<file path="config.mk">
export PLATFORM = sky130hd
export DESIGN_NAME = block_trimmed_mean_filter
export DESIGN_NICKNAME = d
export VERILOG_FILES = /design/src/sv/tmf_pkg.sv /design/src/sv/tmf_divide.sv /design/src/sv/block_trimmed_mean_filter.sv
export SDC_FILE = /design/constraint.sdc
export NUM_CORES = 1
export LEC_CHECK = 0
export BUFFER_PORTS_ARGS = -buffer_cell sky130_fd_sc_hd__buf_2
export CAP_MARGIN = 20
export CELL_PAD_IN_SITES_DETAIL_PLACEMENT = 1
export CELL_PAD_IN_SITES_GLOBAL_PLACEMENT = 2
export CORE_ASPECT_RATIO = 2
export CORE_UTILIZATION = 40
export CTS_CLUSTER_DIAMETER = 30
export CTS_CLUSTER_SIZE = 24
export DETAILED_ROUTE_END_ITERATION = 8
export PLACE_DENSITY = 0.83
export SLEW_MARGIN = 20
export SYNTH_ARGS = -nofsm -noshare
export SYNTH_HDL_FRONTEND = slang
export SYNTH_SLANG_ARGS = --single-unit
</file>
<file path="constraint.sdc">
create_clock -name clk_i -period 9.5 [get_ports clk_i]
set_clock_uncertainty 0.2 [all_clocks]
set_input_delay 1.425 -clock clk_i [delete_from_list [all_inputs] [get_ports clk_i]]
set_output_delay 1.425 -clock clk_i [all_outputs]
set_load 0.01 [all_outputs]
</file>
<file path="src/sv/tmf_pkg.sv">
package tmf_pkg;

  // Width of one ADC word and of the filtered value.
  localparam int SAMPLE_BITS = 12;

  localparam int DEFAULT_WINDOW = 30;
  localparam int DEFAULT_TRIM   = 2;

  // Configuration port.
  localparam int CFG_IDX_W  = 1;
  localparam int CFG_DATA_W = 12;

  localparam logic [CFG_IDX_W-1:0] CFG_FILTER_MODE     = 1'd0;
  localparam logic [CFG_IDX_W-1:0] CFG_LIMIT_THRESHOLD = 1'd1;

  localparam logic [SAMPLE_BITS-1:0] THRESHOLD_RESET = '1;
  localparam logic [SAMPLE_BITS-1:0] SMALLEST_RESET  = '1;

endpackage

</file>
<file path="src/sv/tmf_divide.sv">
// Constant division of the block sum by the window or by the trimmed
// window, done as a multiply by a rounded-up reciprocal and a shift.
module tmf_divide import tmf_pkg::*; #(
  parameter int WINDOW = DEFAULT_WINDOW,
  parameter int TRIM   = DEFAULT_TRIM,
  localparam int TOT_W = SAMPLE_BITS + $clog2(WINDOW)
) (
  input  logic [TOT_W-1:0]       numer_i,
  input  logic                   trim_i,
  output logic [SAMPLE_BITS-1:0] quot_o
);

  // One shift serves both divisors: it is wide enough for the larger one.
  localparam int SHIFT    = TOT_W + $clog2(WINDOW);
  localparam int M_W      = SHIFT + 1;
  localparam int PROD_W   = TOT_W + M_W;
  localparam int DIV_TRIM = WINDOW - 2 * TRIM;

  localparam logic [M_W-1:0] RECIP_FULL =
    M_W'(((longint'(1) << SHIFT) + longint'(WINDOW) - 1) / longint'(WINDOW));
  localparam logic [M_W-1:0] RECIP_TRIM =
    M_W'(((longint'(1) << SHIFT) + longint'(DIV_TRIM) - 1) / longint'(DIV_TRIM));

  logic [M_W-1:0]    recip;
  logic [PROD_W-1:0] prod;

  assign recip  = trim_i ? RECIP_TRIM : RECIP_FULL;
  assign prod   = PROD_W'(numer_i) * PROD_W'(recip);
  assign quot_o = prod[SHIFT +: SAMPLE_BITS];

endmodule

</file>
<file path="src/sv/block_trimmed_mean_filter.sv">
// Block mean / trimmed mean filter for 12-bit ADC words. Words are grouped in
// blocks of WINDOW; the word that closes a block loads the held value with the
// truncated block mean (filter_mode 0) or with the truncated mean of the block
// after the TRIM smallest and TRIM largest words are dropped (filter_mode 1).
// Every input word gives exactly one output word carrying the held value as it
// stands after that word (zero until the first block closes), an over_limit
// flag (held value above limit_threshold) and a block_end mark. The block
// takes one word per clock cycle while its results are read, and each word
// passes through an input register, an accumulate stage that keeps the
// running sum and the two smallest and two largest words, a trim stage that
// forms the numerator, and an output register loaded through a reciprocal
// multiplier. Every stage stalls only when the one after it is full, so
// bubbles are absorbed and a new word is taken while a finished result waits
// to be read. Write the configuration only while no word is in flight.
module block_trimmed_mean_filter import tmf_pkg::*; #(
  parameter int WINDOW = DEFAULT_WINDOW,
  parameter int TRIM   = DEFAULT_TRIM
) (
  input  logic                   clk_i,
  input  logic                   rst_ni,
  // Sample channel.
  input  logic                   in_valid_i,
  output logic                   in_ready_o,
  input  logic [SAMPLE_BITS-1:0] sample_i,
  // Result channel.
  output logic                   out_valid_o,
  input  logic                   out_ready_i,
  output logic [SAMPLE_BITS-1:0] filtered_o,
  output logic                   over_limit_o,
  output logic                   block_end_o,
  // Configuration writes.
  input  logic                   cfg_we_i,
  input  logic [CFG_IDX_W-1:0]   cfg_index_i,
  input  logic [CFG_DATA_W-1:0]  cfg_data_i
);

  localparam int TOT_W = SAMPLE_BITS + $clog2(WINDOW);
  localparam int CNT_W = $clog2(WINDOW);
  localparam logic [CNT_W-1:0] LAST_COUNT = CNT_W'(WINDOW - 1);

  // Configuration registers.
  logic                   mode_q;
  logic [SAMPLE_BITS-1:0] thresh_q;

  always_ff @(posedge clk_i or negedge rst_ni) begin
    if (!rst_ni) begin
      mode_q   <= 1'b0;
      thresh_q <= THRESHOLD_RESET;
    end else if (cfg_we_i) begin
      case (cfg_index_i)
        CFG_FILTER_MODE:     mode_q   <= cfg_data_i[0];
        CFG_LIMIT_THRESHOLD: thresh_q <= cfg_data_i[SAMPLE_BITS-1:0];
        default: ;
      endcase
    end
  end

  // Stage valids and the ready chain. A stage can load when it is empty or
  // when its word moves on in the same cycle.
  logic s1_v_q, s2_v_q, s3_v_q, out_v_q;
  logic s1_rdy, s2_rdy, s3_rdy, out_rdy;

  assign out_rdy    = !out_v_q || out_ready_i;
  assign s3_rdy     = !s3_v_q || out_rdy;
  assign s2_rdy     = !s2_v_q || s3_rdy;
  assign s1_rdy     = !s1_v_q || s2_rdy;
  assign in_ready_o = s1_rdy;

  logic s1_move, s2_move, s3_move;
  assign s1_move = s1_v_q && s2_rdy;
  assign s2_move = s2_v_q && s3_rdy;
  assign s3_move = s3_v_q && out_rdy;

  always_ff @(posedge clk_i or negedge rst_ni) begin
    if (!rst_ni) begin
      s1_v_q  <= 1'b0;
      s2_v_q  <= 1'b0;
      s3_v_q  <= 1'b0;
      out_v_q <= 1'b0;
    end else begin
      if (s1_rdy)  s1_v_q  <= in_valid_i;
      if (s2_rdy)  s2_v_q  <= s1_v_q;
      if (s3_rdy)  s3_v_q  <= s2_v_q;
      if (out_rdy) out_v_q <= s3_v_q;
    end
  end

  // Input register.
  logic [SAMPLE_BITS-1:0] s1_sample_q;

  always_ff @(posedge clk_i) begin
    if (in_valid_i && s1_rdy) begin
      s1_sample_q <= sample_i;
    end
  end

  // Block accumulator: running sum, fill count and the extreme trackers.
  // Equal words are kept as separate entries, so a repeated extreme is
  // dropped once per copy.
  logic [CNT_W-1:0]       fill_q, fill_d;
  logic [TOT_W-1:0]       total_q, total_d, total_sum;
  logic [SAMPLE_BITS-1:0] sm0_q, sm1_q, lg0_q, lg1_q;
  logic [SAMPLE_BITS-1:0] sm0_d, sm1_d, lg0_d, lg1_d;
  logic [SAMPLE_BITS-1:0] sm0_n, sm1_n, lg0_n, lg1_n;
  logic                   last;

  assign total_sum = total_q + TOT_W'(s1_sample_q);
  assign last      = (fill_q == LAST_COUNT);

  always_comb begin
    sm0_n = sm0_q;
    sm1_n = sm1_q;
    lg0_n = lg0_q;
    lg1_n = lg1_q;
    if (s1_sample_q < sm0_q) begin
      sm1_n = sm0_q;
      sm0_n = s1_sample_q;
    end else if (s1_sample_q < sm1_q) begin
      sm1_n = s1_sample_q;
    end
    if (s1_sample_q > lg0_q) begin
      lg1_n = lg0_q;
      lg0_n = s1_sample_q;
    end else if (s1_sample_q > lg1_q) begin
      lg1_n = s1_sample_q;
    end

    fill_d  = fill_q;
    total_d = total_q;
    sm0_d   = sm0_q;
    sm1_d   = sm1_q;
    lg0_d   = lg0_q;
    lg1_d   = lg1_q;
    if (s1_move) begin
      if (last) begin
        // The closing word starts a fresh block.
        fill_d  = '0;
        total_d = '0;
        sm0_d   = SMALLEST_RESET;
        sm1_d   = SMALLEST_RESET;
        lg0_d   = '0;
        lg1_d   = '0;
      end else begin
        fill_d  = fill_q + 1'b1;
        total_d = total_sum;
        sm0_d   = sm0_n;
        sm1_d   = sm1_n;
        lg0_d   = lg0_n;
        lg1_d   = lg1_n;
      end
    end
  end

  always_ff @(posedge clk_i or negedge rst_ni) begin
    if (!rst_ni) begin
      fill_q  <= '0;
      total_q <= '0;
      sm0_q   <= SMALLEST_RESET;
      sm1_q   <= SMALLEST_RESET;
      lg0_q   <= '0;
      lg1_q   <= '0;
    end else begin
      fill_q  <= fill_d;
      total_q <= total_d;
      sm0_q   <= sm0_d;
      sm1_q   <= sm1_d;
      lg0_q   <= lg0_d;
      lg1_q   <= lg1_d;
    end
  end

  // Stage 2 holds the summary of a closed block (meaningful only with the
  // end mark set).
  logic                   s2_end_q;
  logic [TOT_W-1:0]       s2_total_q;
  logic [SAMPLE_BITS-1:0] s2_sm0_q, s2_sm1_q, s2_lg0_q, s2_lg1_q;

  always_ff @(posedge clk_i) begin
    if (s1_move) begin
      s2_end_q   <= last;
      s2_total_q <= total_sum;
      s2_sm0_q   <= sm0_n;
      s2_sm1_q   <= sm1_n;
      s2_lg0_q   <= lg0_n;
      s2_lg1_q   <= lg1_n;
    end
  end

  // Stage 3: numerator for the divider. In trimmed mode the extremes leave
  // the sum; the remaining words always cover them, so no underflow occurs.
  logic [TOT_W-1:0] drop;
  logic             s3_end_q, s3_trim_q;
  logic [TOT_W-1:0] s3_numer_q;

  assign drop = TOT_W'(s2_sm0_q) + TOT_W'(s2_lg0_q)
              + ((TRIM > 1) ? (TOT_W'(s2_sm1_q) + TOT_W'(s2_lg1_q)) : '0);

  always_ff @(posedge clk_i) begin
    if (s2_move) begin
      s3_end_q   <= s2_end_q;
      s3_trim_q  <= mode_q;
      s3_numer_q <= mode_q ? (s2_total_q - drop) : s2_total_q;
    end
  end

  // Output stage: the held value changes only on a block end.
  logic [SAMPLE_BITS-1:0] quot;
  logic [SAMPLE_BITS-1:0] held_q, held_d;
  logic [SAMPLE_BITS-1:0] filtered_q;
  logic                   over_q, end_q;

  tmf_divide #(
    .WINDOW (WINDOW),
    .TRIM   (TRIM)
  ) u_divide (
    .numer_i (s3_numer_q),
    .trim_i  (s3_trim_q),
    .quot_o  (quot)
  );

  assign held_d = (s3_move && s3_end_q) ? quot : held_q;

  always_ff @(posedge clk_i or negedge rst_ni) begin
    if (!rst_ni) begin
      held_q <= '0;
    end else begin
      held_q <= held_d;
    end
  end

  always_ff @(posedge clk_i) begin
    if (s3_move) begin
      filtered_q <= held_d;
      over_q     <= (held_d > thresh_q);
      end_q      <= s3_end_q;
    end
  end

  assign out_valid_o  = out_v_q;
  assign filtered_o   = filtered_q;
  assign over_limit_o = over_q;
  assign block_end_o  = end_q;

endmodule

</file>
==> implementation parameters <==
Parameter                              Value

Min path
  Hold Path Depth    0
  Launch instance of the worst min-delay path    s2_end_q$_DFFE_PP_
  Worst min-delay path category    reg2reg
  Hold path endpoint    s3_end_q$_DFFE_PP_

Placement
  Cell Area, Placed    18500 sq um
  Routability congestion estimate    0.903
  Sum of net half-perimeters after detailed placement    37800 microns
  Placed cells    2231
  Total of buffers placed on input and output ports    45

Timing
  Setup repair after global routing missed its margin    false
  Slew at the pin closest to its max-slew limit    0.966 ns
  Worst hold slack after final layout    0.225 ns
  Number of pins exceeding their max-slew limit in the final report    0
  Final worst path period need    7.91 ns
  Fraction of the cycle the final worst path needs    83.3%
  Number of failing hold endpoints at the final stage    0
  Setup total negative slack    0 ns
  Tightest slew margin relative to the limit    35.4%
  Maximum clock frequency    126 MHz
  Number of failing setup endpoints in the final timing report    0

Drt
  Overall via count from detail_route    12298
  DRC marker count from the first detailed-route iteration    386
  Antenna Violating Nets Remaining    0
  Length of the first detailed-routing pass in iterations    4
  DRC violation count after routing    0
  Overall routed net length    46500 microns
  Per-cell routed wire length    20.2 microns
  Post-DR vias/cell    5.34

CTS
  Hold_buf cts    0
  Number of buffers added for setup after CTS    0
  Total clock buffers created by CTS    38
  Number of sinks on the clock net    210
  Root buffer cell    clkbuf_16
  Clk buf depth    3
  Clock Latency Late Sink    0.55 ns
  Number of H-tree branching levels    2
  CTS-repair resized insts    0
  CTS clock-pin slew for the worst setup and hold paths    0.05 ns
  CTS tree    done

Worst setup path
  Start of the worst register-to-register path    s3_trim_q$_DFFE_PP_
  End of the worst register-to-register path    over_limit_o$_DFFE_PP_
  Required time worst endpoint    9.58 ns
  Setup crit start kind    register
  Critical Path Source    s3_trim_q$_DFFE_PP_
  Crit path capture type    register
  Critical path data arrival time    7.99 ns
  Reg-to-reg slack, setup    1.59 ns
  Critical path start-end classification    reg2reg
  Critical-path maximum fanout    19
  Cells on worst reg2reg path    27

Global routing
  Wire length of the first global-routing pass    74400 microns
  Largest net degree at the start of global routing    85
  GRT Util Overall    21.9%
  Antenna violations before repair    0
  Total gr overflow    0
  Number of global-route vias before repair    14229

Status
  Result of the run    complete, no violations

Synthesis
  Count of flip-flops with a built-in enable after synthesis    111
  Prevailing post-synth register cell    edfxtp_1
  Post-synthesis instance area    17600 sq um
  Sequential-to-total area share from yosys stat    33.2%
  Number of instances in the synthesized netlist    1659
  Largest area contributor in the netlist    edfxtp_1
  Register bit total from synthesis    210
  Proportion of register bits with asynchronous set or reset after synthesis    47.1%
  Warning count from the yosys run    0
  Area share of the leading cell type in the synthesized netlist    18.9%
  Cell types occupying the most area after synthesis    edfxtp_1, ha_1, fa_1, dfrtp_1, inv_1
  Number of different library cells in the post-synthesis netlist    79
  Avg Inst Size Synth    10.6 sq um

Floorplan
  Initial core utilization    40.6%
  Core Footprint    43400 sq um
  Die X    150 microns
  I/O pin count    46
  Number of rows created at floorplan    108
  Die span in y    299 microns
  Area of the die    45000 sq um

Final layout
  Count of nets after finishing    2140
  Fraction of layout instances using a drive strength above 1    11.9%
  Area added between synthesis and finish    11.9%
  Final design area excluding fillers    19700 sq um
  Number of standard cells in the layout, taps in and fillers out    2301
  Final antenna diode count    0
  Biggest regs    s2_total_q (17), s3_numer_q (17), total_q (17)

Run
  Max_cap viols    0
stage by stage:
stage                     setup WS, ns  util, %
after global placement            1.84     42.6
final                             1.59     45.5
after CTS                         1.63     45.5
after floorplan                   2.22        -
after global routing              1.25     45.5
after detailed placement          1.68     42.6
critical path, stage by stage (launching register included):
cell      delay [ns]
edfxtp_1        0.61
buf_4           0.30
and2_1          0.22
ha_1            0.22
fa_1            0.39
fa_1            0.49
inv_1           0.05
fa_1            0.48
fa_1            0.52
fa_1            0.54
inv_1           0.04
ha_1            0.30
and4_1          0.19
and3_1          0.20
a22oi_1         0.49
nand3_1         0.21
a21oi_1         0.24
o21ai_0         0.13
xnor2_1         0.16
o21ai_0         0.31
ha_1            0.32
nor2b_1         0.14
o21ai_0         0.19
nand2b_1        0.09
a21oi_1         0.18
o21ai_0         0.10
a221oi_1        0.29
a21oi_1         0.06
per-layer routing:
layer	part of all wire, %	GRT usage [%]	wire, microns	up-vias
li1	-	-	-	5787
met1	32	19.5	14800	6200
met2	59	44.4	27600	184
met3	2.1	2.53	985	127
met4	6.8	14.0	3140	0
met5	0	0	0	-
cells in the final DEF, fill, tap and decap left out, types with 29 or more instances in the layout:
| cell | count |
|---|---|
| edfxtp_1 | 111 |
| nor2_1 | 47 |
| a21oi_1 | 57 |
| buf_2 | 44 |
| o21ai_0 | 57 |
| inv_1 | 334 |
| clkbuf_16 | 38 |
| dfstp_2 | 36 |
| nand2_1 | 108 |
| ha_1 | 248 |
| xnor2_1 | 29 |
| fa_1 | 141 |
| dfrtp_1 | 63 |
cell families after synthesis:
group	after synthesis	synth area share, %
compound gates	310	12.4
xor+xnor	35	1.74
fa+ha+maj	389	33.6
buf+inv	378	8.21
flops	210	33.2
mux	48	2.87
other cells	1	0.0213
simple gates	288	7.89
area by class of cell:
cell class,count,area (sq um)
flip-flops and latches,210,5860
well taps,550,688
fillers,4726,23700
multi-input cells,1075,10300
clock inverters,25,253
inverters,337,1260
repair buffers,59,333
clock buffers,45,987
synth_stat cells, types with 4 or more instances:
| master | instances |
|---|---|
| a211oi_1 | 5 |
| a21o_1 | 25 |
| a21oi_1 | 57 |
| a22o_1 | 21 |
| a31oi_1 | 22 |
| and2_1 | 19 |
| and3_1 | 7 |
| buf_2 | 10 |
| clkbuf_1 | 26 |
| dfrtp_1 | 63 |
| dfstp_2 | 36 |
| edfxtp_1 | 111 |
| fa_1 | 141 |
| ha_1 | 248 |
| inv_1 | 335 |
| mux2_2 | 21 |
| mux2i_1 | 27 |
| nand2_1 | 108 |
| nand2b_1 | 14 |
| nand3_1 | 23 |
| nand4_1 | 13 |
| nor2_1 | 47 |
| nor2b_1 | 18 |
| nor3_1 | 9 |
| o211ai_1 | 4 |
| o21a_1 | 7 |
| o21ai_0 | 57 |
| o21ai_1 | 27 |
| o221ai_1 | 5 |
| o221ai_2 | 11 |
| o31ai_1 | 5 |
| o32a_1 | 12 |
| o32ai_1 | 12 |
| or2_2 | 8 |
| or3_1 | 11 |
| xnor2_1 | 29 |
| xor2_1 | 6 |
worst max-delay path by stage:
stage,end,slack [ns],cells past startpoint
3_5_place_dp,over_limit_o$_DFFE_PP_,1.68,27
4_1_cts,over_limit_o$_DFFE_PP_,1.63,27
3_3_place_gp,over_limit_o$_DFFE_PP_,1.84,27
6_report,over_limit_o$_DFFE_PP_,1.59,27
2_1_floorplan,over_limit_o$_DFFE_PP_,2.22,28
5_1_grt,over_limit_o$_DFFE_PP_,1.25,28
Power is not shown: default switching activity piles up to over one toggle a cycle in this logic, so the estimate is an artifact.
